===== config.mk =====
export PLATFORM = sky130hd
export DESIGN_NAME = pbp_csr
export DESIGN_NICKNAME = d
export VERILOG_FILES = /design/src/rtl/core/pbp_pkg.sv /design/src/rtl/core/pbp_csr.sv
export SDC_FILE = /design/constraint.sdc
export NUM_CORES = 1
export LEC_CHECK = 0
export ABC_AREA = 1
export ABC_CLOCK_PERIOD_IN_PS = 1100
export BUFFER_PORTS_ARGS = -buffer_cell sky130_fd_sc_hd__buf_4
export CELL_PAD_IN_SITES_DETAIL_PLACEMENT = 1
export CELL_PAD_IN_SITES_GLOBAL_PLACEMENT = 1
export CORE_MARGIN = 3
export CORE_UTILIZATION = 22
export CTS_CLUSTER_SIZE = 14
export DETAILED_ROUTE_END_ITERATION = 8
export PLACE_DENSITY = 0.84
export SLEW_MARGIN = 25
export SYNTH_ARGS = -nofsm -noshare
export SYNTH_HDL_FRONTEND = slang
export SYNTH_SLANG_ARGS = --single-unit

===== constraint.sdc =====
create_clock -name clock -period 1.1 [get_ports clock]
set_clock_uncertainty 0.2 [all_clocks]
set_input_delay 0.22 -clock clock [delete_from_list [all_inputs] [get_ports clock]]
set_output_delay 0.22 -clock clock [all_outputs]
set_load 0.05 [all_outputs]

===== src/rtl/core/pbp_pkg.sv =====
// ----------------------------------------------------------------------------
// pbp_pkg
// Types and constants shared by the perceptron branch predictor modules.
// ----------------------------------------------------------------------------
`default_nettype none

package pbp_pkg;

   localparam int WEIGHT_W   = 9;
   localparam int PC_W       = 64;
   localparam int PC_SHIFT   = 2;
   localparam int GROUP_SIZE = 8;
   localparam int CFG_W      = 8;
   localparam int CSR_ADDR_W = 3;
   localparam int CSR_DATA_W = 32;
   localparam int CSR_IDX_BIT = 2;

   localparam logic [CFG_W-1:0] THRESHOLD_RESET = 8'd76;
   localparam logic [CFG_W-1:0] LIMIT_RESET     = 8'd255;

   typedef enum logic {
      REG_THRESHOLD = 1'b0,
      REG_LIMIT     = 1'b1
   } csr_reg_type;

   typedef struct packed {
      logic [PC_W-1:0] branch_pc;
      logic            taken;
   } req_type;

   typedef struct packed {
      logic predicted_taken;
      logic was_correct;
   } rsp_type;

   typedef enum logic [4:0] {
      ST_CLEAR = 5'b00001,
      ST_IDLE  = 5'b00010,
      ST_READ  = 5'b00100,
      ST_SUM   = 5'b01000,
      ST_DONE  = 5'b10000
   } state_type;

   typedef struct packed {
      logic clear;
      logic capture;
      logic read;
      logic sum;
      logic done;
   } cmd_type;

   typedef struct packed {
      logic clear_last;
   } status_type;

endpackage

`default_nettype wire


===== src/rtl/core/pbp_csr.sv =====
// ----------------------------------------------------------------------------
// pbp_csr
// Configuration registers behind the APB-style port.
// ----------------------------------------------------------------------------
`default_nettype none

module pbp_csr (
   input  logic                              clock,
   input  logic                              reset,
   input  logic                              psel,
   input  logic                              penable,
   input  logic                              pwrite,
   input  logic [pbp_pkg::CSR_ADDR_W-1:0]    paddr,
   input  logic [pbp_pkg::CSR_DATA_W-1:0]    pwdata,
   output logic [pbp_pkg::CSR_DATA_W-1:0]    prdata,
   output logic                              pready,
   output logic [pbp_pkg::CFG_W-1:0]         threshold,
   output logic [pbp_pkg::CFG_W-1:0]         limit
);
   import pbp_pkg::*;

   logic [CFG_W-1:0] threshold_ff, threshold_in;
   logic [CFG_W-1:0] limit_ff, limit_in;
   logic             write_en;
   csr_reg_type      reg_sel;

   assign pready   = 1'b1;
   assign write_en = psel && penable && pwrite && pready;
   assign reg_sel  = csr_reg_type'(paddr[CSR_IDX_BIT]);

   always_comb begin
      threshold_in = threshold_ff;
      limit_in     = limit_ff;
      prdata       = '0;
      unique case (reg_sel)
         REG_THRESHOLD: begin
            prdata = CSR_DATA_W'(threshold_ff);
            if (write_en) begin
               threshold_in = pwdata[CFG_W-1:0];
            end
         end
         REG_LIMIT: begin
            prdata = CSR_DATA_W'(limit_ff);
            if (write_en) begin
               limit_in = pwdata[CFG_W-1:0];
            end
         end
         default: begin
            prdata = '0;
         end
      endcase
   end

   always_ff @(posedge clock) begin
      if (reset) begin
         threshold_ff <= THRESHOLD_RESET;
         limit_ff     <= LIMIT_RESET;
      end else begin
         threshold_ff <= threshold_in;
         limit_ff     <= limit_in;
      end
   end

   assign threshold = threshold_ff;
   assign limit     = limit_ff;

endmodule

`default_nettype wire


Yosys cells after proc, flatten, opt, wreduce, memory -nomap -nowiden --
Cells that the tools add are included. Widths: inputs -> output; s select.
Operators by class: mux-type cells 1, bitwise logic cells 1, reduce and logical (&&, ||, !) cells 4
Operators by type and width (number):
- $pmux 32 s2 | 1
- $reduce_and 2->1 | 2
- $logic_and 1x1->1 | 2
- $not 1->1 | 1
Storage, ports and cells: input port bits 40, output and inout port bits 49, word-level logic and storage cells 8, flip-flop bits (word level) 16

Logic depth before layout (Yosys ltp) --
word-level depth 3, mapped depth 5, depth with buffers taken out 5

Worst setup path before layout --
No wires, ideal clock.
kind reg-to-output, start register limit_ff[0] (netlist: limit[0]), end output port prdata[0] (netlist name), cell stages (with the launch flop) 3, arrival 1079 ps, data required time 680 ps, slack -399 ps, buffers on the path 0, path through dfxtp_1 -> nand2_1 -> nand2_1
On the way: cells in the longest elaborated chain, start to end 1
RTL lines:
- from (decl) | RTL line pbp_csr.sv:23 | logic [CFG_W-1:0] limit_ff, limit_in;
- from (signal assigned) | RTL line pbp_csr.sv:60 | limit_ff <= limit_in;
- $pmux 32 s2 | RTL line pbp_csr.sv:35 | unique case (reg_sel)
- to (decl) | RTL line pbp_csr.sv:15 | output logic [pbp_pkg::CSR_DATA_W-1:0] prdata,
No other way between the ends. The select of a mux whose other input is x is not followed.

Worst setup path in the final report --
start register limit_ff[6] (netlist: limit[6]), end output port prdata[6] (netlist name)
The elaborated chain is that of the path after synthesis.

==> reports/metrics.cfg <==
[critical_path]
cp.arrival_ns=0.89
cp_max_fo=3
cp-end-kind=primary output
r2r_cells=3
startpoint_type=flop
critPathRequiredTime_ns=0.68
critPathKind=flop to primary output

[detailed_routing]
routed_wl_um=3020
drt_iter0_drc=54
num_vias=974
drc=0
routedWlPerCell_um=12.9
ant_nets=0
via_per_inst=4.16
dr.pass1.iters=4

[placement]
port_buffers=37
finalWeightedCongestion=0.661
dpl.hpwl_um=2110

[finish]
antennaDiodeCount=0
num-fill-cells=466
drive_gt1_frac=0.516
fin_nets=225
area_growth_pct=77.7

[die]
die-area_mm2=0.00512
die_w_um=71.5
rows=23
start_util=0.233
die_y_um=71.5
boundaryPins=89
core_area_mm2=0.00406

[timing]
fmax_ghz=0.761
finalSetupTns_ns=-3.57
setup_viol=24
period_needed_ns=1.31
hold_violations=2
setup_slack_ns=-0.214
whs_ns=-0.0115
min_period_over_period=1.19
slew_violations=0
grt_setup_unrepaired=true

[synth]
netlist_instances=138
synth_top_area_cell=dfxtp_1
synthArstFlopShare=0
yosysMostFrequentCell=nand2_1
synth_ff_type=dfxtp_1
yosysWarnings=0
synthDistinctLibCells=13
ys_ff_latch=16
synth_edf_count=0
ys_top_cells_by_area=dfxtp_1 34%, nand2_1 21%, buf_4 20%, nand3_1 8.5%, nor2_1 4.0%
synth_top_area_share=0.339
yosysSeqAreaShare=0.339
syn_area_per_cell_um2=6.85
synth_area_um2=945
synth_commonest_cells=53 x nand2_1, 25 x buf_4, 16 x dfxtp_1, 16 x nand3_1, 10 x nor2_1

[power]
p_per_area_mw_per_mm2=1060
vdd_drop_max_mv=0.358
leakagePower_nw=0.841
p_total_mw=1.78

[min_path]
min_delay_path_depth=3
hp-class=input port to flop

[grt]
grt_pass1_vias=968
grt_max_degree=17
grt_overflow=0
antenna_found_initial=0
grt_pass1_wl_um=4700
grt_usage=0.120

[clock_tree]
clock-root-buffer=clkbuf_8
clk_path_buf_depth=2
cts_tree=done
cts_htree_levels=1
cts_buffers=3
clk_latency_ns=0.25
cts.sinks=16
clkTransAtPathRegs_ns=0.07

[run_status]
status=finished with violations
violations=negative hold slack, negative setup slack

[flow_run]
max_cap_violations=0

==> state kept, by name (all words and copies together) (netlist names) <==
register,flops
limit,8
threshold,8
==> layout make-up <==
cell class / instances / area [um^2] / share of cell area
Sequential cell: 16 / 380 / 0.227
Clock inverter: 1 / 3.75 / 0.00224
Clock buffer: 3 / 41.3 / 0.0246
Inverter: 8 / 35.0 / 0.0209
Timing Repair Buffer: 47 / 548 / 0.326
Multi-Input combinational cell: 109 / 608 / 0.362
Tap cell: 50 / 62.6 / 0.0373
==> worst max-delay path, cell delays in order (launching register included) <==
cell and delay, ns:
dfxtp_4 0.38, nand2_4 0.06, nand2_4 0.07, buf_8 0.14
==> layout by cell type, fill, tap and decap left out, drive strengths merged <==
| master | instances |
|---|---|
| nand2 | 54 |
| buf | 44 |
| conb | 25 |
| nand3 | 17 |
| dfxtp | 16 |
| nor2 | 13 |
| inv | 8 |
| clkbuf | 3 |
| dlygate4sd3 | 2 |
| clkinv | 1 |
| dlymetal6s4s | 1 |
==> worst paths after layout <==
check	startpoint	end	slack (ns)
max	limit[6]	prdata[6]	-0.21
min	pwdata[0]	limit[0]	-0.01
max reg2reg	limit[6]	limit[6]	0.15
min reg2reg	limit[7]	limit[7]	0.28
==> logic make-up after synthesis <==
family                 synth area share
flip-flops                        0.339
other                           0.00795
buffers and inverters             0.260
AND/OR/NAND/NOR                   0.393
==> metrics by stage <==
| step | util | hold slack [ns] | instance area (um^2) | cells | setup slack (ns) |
|---|---|---|---|---|---|
| 3_3_place_gp | 0.334 | 0.245 | 1350 | 223 | -0.223 |
| 6_report | 0.414 | -0.0115 | 1680 | 234 | -0.214 |
| 5_1_grt | 0.414 | 0.0130 | 1680 | 234 | -0.250 |
| 2_1_floorplan | - | 0.145 | 1190 | 161 | 0.0172 |
| 4_1_cts | 0.391 | 0.00204 | 1590 | 234 | -0.206 |
| 3_5_place_dp | 0.334 | 0.253 | 1350 | 223 | -0.239 |
==> routing by layer <==
metal	wire length, um	vias up	GRT usage
li1	-	469	-
met1	1100	465	0.132
met4	55	0	0.0564
met5	0	-	0
met3	164	5	0.0210
met2	1690	35	0.221
==> power by group <==
part / internal [mW] / switching (mW)
Combinational: 0.221 / 0.492
Sequential: 0.577 / 0.0290
Clock: 0.248 / 0.215
Total: 1.05 / 0.736
==> what timing repair did <==
action / CTS / global route
pin swaps: 8 / 2
buffers inserted: 1 / 4
resized for setup: 31 / 26
hold endpoints to repair: 8 / 0
hold buffers: 6 / 0
setup endpoints to repair: 24 / 31
Note: power is estimated with default switching activity, not from simulation.
