<file path="src/rtl/core/pbp_pkg.sv">
// ----------------------------------------------------------------------------
// pbp_pkg
// Types and constants shared by the perceptron branch predictor modules.
// ----------------------------------------------------------------------------
`default_nettype none

package pbp_pkg;

   localparam int WEIGHT_W   = 9;
   localparam int PC_W       = 64;
   localparam int PC_SHIFT   = 2;
   localparam int GROUP_SIZE = 8;
   localparam int CFG_W      = 8;
   localparam int CSR_ADDR_W = 3;
   localparam int CSR_DATA_W = 32;
   localparam int CSR_IDX_BIT = 2;

   localparam logic [CFG_W-1:0] THRESHOLD_RESET = 8'd76;
   localparam logic [CFG_W-1:0] LIMIT_RESET     = 8'd255;

   typedef enum logic {
      REG_THRESHOLD = 1'b0,
      REG_LIMIT     = 1'b1
   } csr_reg_type;

   typedef struct packed {
      logic [PC_W-1:0] branch_pc;
      logic            taken;
   } req_type;

   typedef struct packed {
      logic predicted_taken;
      logic was_correct;
   } rsp_type;

   typedef enum logic [4:0] {
      ST_CLEAR = 5'b00001,
      ST_IDLE  = 5'b00010,
      ST_READ  = 5'b00100,
      ST_SUM   = 5'b01000,
      ST_DONE  = 5'b10000
   } state_type;

   typedef struct packed {
      logic clear;
      logic capture;
      logic read;
      logic sum;
      logic done;
   } cmd_type;

   typedef struct packed {
      logic clear_last;
   } status_type;

endpackage

`default_nettype wire

</file>
<file path="src/rtl/core/pbp_ctrl.sv">
// ----------------------------------------------------------------------------
// pbp_ctrl
// Sequencer for table clearing, row read, sum, and decide/write-back.
// ----------------------------------------------------------------------------
`default_nettype none

module pbp_ctrl (
   input  logic                 clock,
   input  logic                 reset,
   input  logic                 start,
   output logic                 busy,
   input  pbp_pkg::status_type  status,
   output pbp_pkg::cmd_type     cmd
);
   import pbp_pkg::*;

   state_type state_ff, state_in;
   logic      accept;

   assign busy   = !((state_ff == ST_IDLE) || (state_ff == ST_DONE));
   assign accept = start && !busy;

   always_comb begin
      state_in = state_ff;
      unique case (state_ff)
         ST_CLEAR: begin
            if (status.clear_last) begin
               state_in = ST_IDLE;
            end
         end
         ST_IDLE: begin
            if (start) begin
               state_in = ST_READ;
            end
         end
         ST_READ: begin
            state_in = ST_SUM;
         end
         ST_SUM: begin
            state_in = ST_DONE;
         end
         ST_DONE: begin
            state_in = start ? ST_READ : ST_IDLE;
         end
         default: begin
            state_in = ST_CLEAR;
         end
      endcase
   end

   always_ff @(posedge clock) begin
      if (reset) begin
         state_ff <= ST_CLEAR;
      end else begin
         state_ff <= state_in;
      end
   end

   assign cmd.clear   = (state_ff == ST_CLEAR);
   assign cmd.capture = accept;
   assign cmd.read    = (state_ff == ST_READ);
   assign cmd.sum     = (state_ff == ST_SUM);
   assign cmd.done    = (state_ff == ST_DONE);

endmodule

`default_nettype wire

</file>
<file path="config.mk">
export PLATFORM = sky130hd
export DESIGN_NAME = pbp_ctrl
export DESIGN_NICKNAME = d
export VERILOG_FILES = /design/src/rtl/core/pbp_pkg.sv /design/src/rtl/core/pbp_ctrl.sv
export SDC_FILE = /design/constraint.sdc
export NUM_CORES = 1
export LEC_CHECK = 0
export BUFFER_PORTS_ARGS = -buffer_cell sky130_fd_sc_hd__buf_2
export CORE_AREA = 2 2 39 41
export CTS_CLUSTER_SIZE = 25
export DETAILED_ROUTE_END_ITERATION = 12
export DIE_AREA = 0 0 41 43
export PLACE_DENSITY = 0.4
export SYNTH_ARGS = -nofsm -noshare
export SYNTH_HDL_FRONTEND = slang
export SYNTH_SLANG_ARGS = --single-unit
</file>
<file path="constraint.sdc">
create_clock -name clock -period 1 [get_ports clock]
set_input_delay 0 -clock clock [delete_from_list [all_inputs] [get_ports clock]]
set_output_delay 0 -clock clock [all_outputs]
set_load 0.005 [all_outputs]
</file>
=== Word level (Yosys, flattened, before mapping) ===
Cells that the tools add are included.

* Bits of input ports: 4
* Logic and storage cells: 16
* Register bits: 5
* Output and inout bits: 6

* Reductions and logical operators: 4
* Mux-type cells: 4
* Equal/unequal tests: 7

{| class="wikitable"
|+ Operator list
! cell !! count
|-
| case mux 5 bit (5 select lines) || 1
|-
| 2-to-1 mux 5 bit || 2
|-
| equality test 5 x 1 -> 1 bit (second input constant) || 1
|-
| equality test 5 x 2 -> 1 bit (second input constant) || 1
|-
| equality test 5 x 3 -> 1 bit (second input constant) || 1
|-
| equality test 5 x 4 -> 1 bit (second input constant) || 1
|-
| equality test 5 bit (second input constant) || 1
|-
| != test 2 bit (second input constant) || 2
|-
| 2-to-1 mux 3 bit || 1
|-
| AND reduction 2 bit || 1
|-
| logical AND 1 bit || 1
|-
| zero test 1 bit || 1
|-
| logical OR 1 bit || 1
|}

=== Depth between registers and ports, before layout ===
Gate-level depths: netlist of run 1.

* Depth in word-level cells: 3
* Gate-level depth with buffers: 4

=== Worst setup path before layout of run 1 ===
No wires, ideal clock.

* Path kind: reg2reg
* Start: register state_ff[0]
* End: register state_ff[1]
* Required time: 0.909 ns
* Arrival time: 0.951 ns
* Library setup time: 0.091 ns
* Setup slack: -0.042 ns
* Cell stages (with the launch flop): 5
* Clock period less this slack: 1.042 ns
* Cell sequence: dfxtp_1 > buf_4 > o31ai_1 > o31ai_1 > a311oi_1

* Word-level cells in the longest chain between the ends: 3

{| class="wikitable"
|+ Ends and longest elaborated chain
! element !! RTL line !! RTL
|-
| start, declared || pbp_ctrl.sv:17 || <nowiki>state_type state_ff, state_in;</nowiki>
|-
| start signal, assigned || pbp_ctrl.sv:55 || <nowiki>state_ff <= state_in;</nowiki>
|-
| equality test 5 x 1 -> 1 bit or equality test 5 x 2 -> 1 bit (tied branches) || pbp_ctrl.sv:25 || <nowiki>unique case (state_ff)</nowiki>
|-
| != test 2 bit (no source line) || - ||
|-
| AND reduction 2 bit (no source line) || - ||
|}

Several ways; a longest one is shown, not always the timed one.
A chain may end at the register's enable or synchronous reset.

=== Final worst setup path of run 1 ===
* Start: register state_ff[4]
* End: output port busy

* Word-level cells in the longest chain between the ends: 3

{| class="wikitable"
|+ Ends and longest elaborated chain
! element !! RTL line !! RTL
|-
| equality test 5 x 2 -> 1 bit or equality test 5 bit (tied branches) || pbp_ctrl.sv:20 || <nowiki>assign busy = !((state_ff == ST_IDLE) || (state_ff == ST_DONE));</nowiki>
|-
| logical OR 1 bit (*) || pbp_ctrl.sv:20 ||
|-
| zero test 1 bit (*) || pbp_ctrl.sv:20 ||
|-
| end, declared || pbp_ctrl.sv:11 || <nowiki>output logic busy,</nowiki>
|}

Every way passes the cells marked *; elsewhere a longest branch is shown, timed or not.

==> impl_metrics.csv, run 1 <==
group,metric,value,unit
min_path,hp-class,"in -> reg",
routing,drc,0,
sta,hold_viol,1,
pwr,p_int,590,uW
worst_setup_path,cp_max_fo,3,
yosys,yosysMostFrequentCell,"dfxtp_1",
routing,drt_iter0_drc,1,
placed_design,hpwlAfterDp,501,um
worst_setup_path,endpoint_kind,"output pin",
yosys,synthArstFlopShare,0,%
yosys,ys_seq_area_share,33.5,%
sta,worst_slew_pin_slew,332,ps
cells_and_area,largest_register_ffs,5,
cells_and_area,syn_to_final_growth,100,%
floorplan,rows,14,
clock_network,htreeDepth,1,
pwr,combPwrFrac,40.5,%
global_route,track_usage,10.3,%
yosys,synthTopCellsByArea,"dfxtp_1 (33%), and4bb_2 (8.4%), o31ai_1 (7.5%)",
run_status,status,"finished, violations left",
routing,wire_per_inst,12.6,um
clock_network,cts.sink_count,5,
global_route,grt_overflow_total,0,
floorplan,die_y,43,um
placed_design,place_ws,-96.3,ps
placed_design,post-place-cells,59,
clock_network,clockBufferDepth,2,
yosys,ys.flop_type,"dfxtp_1",
cells_and_area,drive_above_1_share,79.3,%
worst_setup_path,crit_path_cell_trace,"xnor2_4 -> nor4_4 -> buf_4 -> inv_2 -> buf_6",
floorplan,die-area,0.00176,mm2
sta,finalCritPeriodShare,130,%
routing,first_pass_iters,3,
sta,fin_ws,-299,ps
yosys,yosys.area.top_type,"dfxtp_1",
pwr,p_leak,0.000253,uW
floorplan,core_area,0.00138,mm2
sta,slew_violations,0,
clock_network,clk_latency,240,ps
cells_and_area,diodes,0,
floorplan,die_w,41,um
cells_and_area,final_cells,74,
placed_design,numPortBuffers,9,
sta,timing.fmax,770,MHz
pwr,p_sw,254,uW
cells_and_area,final_util,43.2,%
worst_setup_path,cp_slowest_cell,"dfxtp_4",
pwr,clock_power_share,28.6,%
floorplan,ios,10,
flow_run,max_cap_violations,0,
global_route,grt_start_max_net_pins,8,
placed_design,gp_congestion,0.736,
routing,antenna_left,0,
clock_network,clk_pin_slew,50,ps
clock_network,cts_tree,"done",
yosys,ys_types,18,
yosys,synthTopCellsByCount,"dfxtp_1 (5), nor2_1 (3), o31ai_1 (3)",
worst_setup_path,start_kind,"register",
clock_network,cts_root_buf,"clkbuf_4",
clock_network,numCtsBuffers,3,
yosys,syn_avg_cell_area,9.34,um2
pwr,ir_drop,740,uV
sta,skew,1.56,ps
sta,grt_setup_unrepaired,"true",
sta,tns,-2120,ps
run_status,violations,"negative hold slack, negative setup slack",
yosys,synth-edff-count,0,
worst_setup_path,critPathArrivalTime,1300,ps
sta,hold_slack,-6.29,ps
floorplan,start_util,21.6,%
worst_setup_path,required,1000,ps
yosys,synthCells,32,
pwr,p_seq_share,30.9,%
yosys,yosys_warnings,0,
sta,relSlewSlack,77.7,%
global_route,first_global_vias,275,
pwr,swShare,30.1,%
yosys,synth_top_area_share,33.5,%
global_route,antenna_found_initial,0,
cells_and_area,nets,63,
cells_and_area,reg_top3,"state_ff: 5 flops",
worst_setup_path,criticalPathCategory,"reg -> out",
global_route,grt_pass1_wl,1220,um
yosys,synth_area,299,um2
worst_setup_path,max_stage_delay,360,ps
sta,layout_min_cycle_time,1300,ps
sta,setup-violations-final,11,
routing,vias,341,
yosys,synth_nets,36,
cells_and_area,top_register,"state_ff",
routing,vias_per_cell,4.61,
pwr,power_density,1410,mW/mm2
yosys,ys_seq_elements,5,
routing,routed_wirelength,936,um
-- power groups by stage --
stage,Clock (uW),Combinational [uW],Sequential [uW]
floorplan,0,127,237
global placement,0,171,256
detailed placement,0,166,258
CTS,246,257,249
global route,271,367,264
finish,241,342,261
-- cells in the final DEF (no fill, tap or decap), types with 2 or more instances in the layout --
master,count
and4bb_2,2
clkbuf_4,3
buf_4,12
buf_2,7
dfxtp_2,2
o31ai_2,2
dfxtp_4,3
buf_6,4
-- final cells by class --
class	instances	area [um2]
fillers	136	786
multi-input cells	23	250
repair buffers	24	180
flip-flops and latches	5	114
clock buffers	4	26.3
well taps	16	20.0
inverters	2	7.51
-- stage by stage --
step / area (um2) / power [uW]
5_1_grt: 598 / 902
6_report: 598 / 844
3_5_place_dp: 384 / 423
4_1_cts: 492 / 752
3_3_place_gp: 384 / 428
2_1_floorplan: 304 / 364
-- timing repair --
item / CTS / global route
buffers inserted: 6 / 4
pin swaps: 1 / 5
resized for setup: 10 / 15
hold buffers: 1 / 0
endpoints found under the setup margin: 11 / 11
hold endpoints to repair: 2 / 0
-- critical path, delay by kind of cell (launching register included) --
family                    cells  cell delay [ps]
DFF                           1              360
xor gates and xnor gates      1              140
buffers and inverters         3              300
and+or+nand+nor               1              250
-- metal layers --
| metal | part of all wire, % | routed length [um] | track usage [%] |
|---|---|---|---|
| met2 | 57 | 531 | 16.3 |
| met4 | 0.85 | 8 | 2.00 |
| met3 | 3.3 | 31 | 4.71 |
| met5 | 0 | 0 | 0 |
| met1 | 39 | 365 | 12.3 |
-- final timing paths --
| kind | to | slack (ps) | startpoint | depth (start not counted) |
|---|---|---|---|---|
| worst max register to register | state_ff[1] | -270 | state_ff[4] | 5 |
| worst min-delay path | state_ff[0] | -6 | reset | 3 |
| worst max-delay path | busy | -300 | state_ff[4] | 5 |
| worst min register to register | state_ff[1] | 610 | state_ff[2] | 2 |
-- logic make-up (layout without fill, tap and decap cells) --
| group | Yosys count | in the layout | synth area share, % |
|---|---|---|---|
| simple gates | 16 | 16 | 39.8 |
| buf+inv | 4 | 30 | 7.53 |
| xor+xnor | 2 | 2 | 5.86 |
| flops | 5 | 5 | 33.5 |
| compound gates | 5 | 5 | 13.4 |
(Power assumes the default switching activity.)
==> inputs of run 2 (changes only) <==
- SETUP_SLACK_MARGIN: not set -> 0.5
==> run 2 against run 1 <==
The flow finishes with violations (negative setup slack). Die area unchanged. Routed wire length shrank 13%. Non-clock buffer count is 8 lower. Critical path type unchanged. Critical endpoint is now cmd[1]. Highest routed layer is now met3.
==> impl_metrics.csv, run 2 (same netlist as run 1, synthesis figures left out) <==
group,metric,value,unit
pwr,p_leak,0.000231,uW
min_path,hp-start,"reset",
cells_and_area,mostFrequentLayoutCell,"buf_2",
pwr,power_density,1300,mW/mm2
worst_setup_path,critPathArrivalTime,1220,ps
sta,finalCritPeriodShare,122,%
worst_setup_path,endpoint_kind,"output pin",
cells_and_area,seq_area,116,um2
cells_and_area,diodes,0,
run_status,status,"finished, violations left",
placed_design,hpwlAfterDp,495,um
pwr,combPwrFrac,32.8,%
routing,drt_iter0_drc,4,
worst_setup_path,criticalPathCategory,"reg -> out",
cells_and_area,multi_input_comb_area,298,um2
placed_design,gp_congestion,0.767,
clock_network,htreeDepth,1,
worst_setup_path,cp_max_fo,4,
clock_network,cts_root_buf,"clkbuf_4",
sta,timing.fmax,821,MHz
cells_and_area,syn_to_final_growth,102,%
global_route,antenna_found_initial,0,
worst_setup_path,required,1000,ps
sta,slew_violations,0,
clock_network,clk_latency,240,ps
floorplan,rows,14,
clock_network,clockBufferDepth,2,
clock_network,cts_tree,"done",
clock_network,cts.sink_count,5,
cells_and_area,drive_above_1_share,78.0,%
pwr,clock_power_share,30.8,%
sta,tns,-1390,ps
sta,skew,2.74,ps
pwr,p_sw,258,uW
clock_network,clk_pin_slew,50,ps
pwr,ir_drop,667,uV
global_route,grt_start_max_net_pins,12,
floorplan,die_w,41,um
floorplan,ios,10,
placed_design,post-place-cells,55,
cells_and_area,nets,55,
run_status,violations,"negative setup slack",
min_path,hp-class,"in -> reg",
sta,setup-violations-final,11,
pwr,p_seq_share,36.5,%
worst_setup_path,max_stage_delay,370,ps
sta,fin_ws,-218,ps
routing,drc,0,
worst_setup_path,start_kind,"register",
global_route,track_usage,11.8,%
routing,first_pass_iters,3,
flow_run,max_cap_violations,0,
floorplan,die_y,43,um
sta,grt_setup_unrepaired,"true",
routing,vias_per_cell,4.62,
sta,layout_min_cycle_time,1220,ps
placed_design,numPortBuffers,9,
worst_setup_path,crit-reg2reg-launch,"state_ff[4]",
global_route,first_global_vias,298,
pwr,swShare,32.7,%
floorplan,start_util,21.6,%
routing,vias,305,
cells_and_area,largest_register_ffs,5,
sta,worst_slew_pin_slew,268,ps
cells_and_area,final_cell_mix,"buf_2 (8), dfxtp_4 (4), clkbuf_4 (3), buf_6 (3), buf_4 (3)",
cells_and_area,final_cells,66,
placed_design,placed_cell_area,389,um2
sta,hold_viol,0,
worst_setup_path,cp_slowest_cell,"dfxtp_4",
cells_and_area,final_util,43.7,%
floorplan,die-area,0.00176,mm2
routing,wire_per_inst,12.4,um
sta,relSlewSlack,82.0,%
placed_design,place_ws,-26.8,ps
pwr,p_int,530,uW
cells_and_area,top_register,"state_ff",
clock_network,numCtsBuffers,3,
global_route,grt_pass1_wl,1370,um
routing,routed_wirelength,818,um
cells_and_area,final_cell_area,604,um2
floorplan,core_area,0.00138,mm2
worst_setup_path,worstSetupStartpoint,"state_ff[4]",
cells_and_area,nFillCells,136,
routing,antenna_left,0,
global_route,grt_overflow_total,0,
worst_setup_path,crit_path_cell_trace,"buf_12 -> nor2_4 -> and4bb_2 -> buf_2",
cells_and_area,reg_top3,"state_ff: 5 flops",
[run 2: worst max-delay path, delay by kind of cell, from the launching register on]
kind,cells,cell delay [ps]
and+or+nand+nor,2,360
DFF,1,370
buffers and inverters,2,240
[run 2: metal layers]
layer  vias to the layer above  track usage [%]  part of all wire (%)
met1                       147             17.0                    43
met4                         0             6.00                     0
met3                         0             4.71                   2.4
met2                         4             14.7                    55
met5                         -                0                     0
li1                        154                -                     -
[run 2: final timing paths]
| check | cells after the start | endpoint | slack [ps] |
|---|---|---|---|
| max | 4 | cmd[1] | -220 |
| min | 2 | state_ff[4] | 40 |
| max reg2reg | 5 | state_ff[1] | -160 |
| min reg2reg | 1 | state_ff[1] | 580 |
[run 2: final cells by class]
type	count	area share, %
timing repair buffer	16	22.6
clock buffer	4	4.35
sequential	5	19.3
tap	16	3.31
inverter	2	1.24
multi-input combinational	23	49.3
[run 2: metrics by stage]
stage	power, uW	hold slack [ps]
after floorplan	402	64.2
after global placement	433	227
after detailed placement	430	232
after CTS	746	-30.2
after global routing	842	36.1
final	788	38.2
[run 2: what timing repair did]
| item | CTS | global route |
|---|---|---|
| buffers inserted | 5 | 2 |
| endpoints found under the setup margin | 11 | 11 |
| hold endpoints to repair | 2 | 0 |
| resized for setup | 10 | 9 |
| pin swaps | 6 | 4 |
[run 2: power groups by stage]
stage | registers (uW) | logic, uW | clock network [uW]
2_1_floorplan | 249 | 153 | 0
3_3_place_gp | 280 | 154 | 0
3_5_place_dp | 280 | 150 | 0
4_1_cts | 281 | 217 | 249
5_1_grt | 293 | 282 | 267
6_report | 287 | 258 | 242
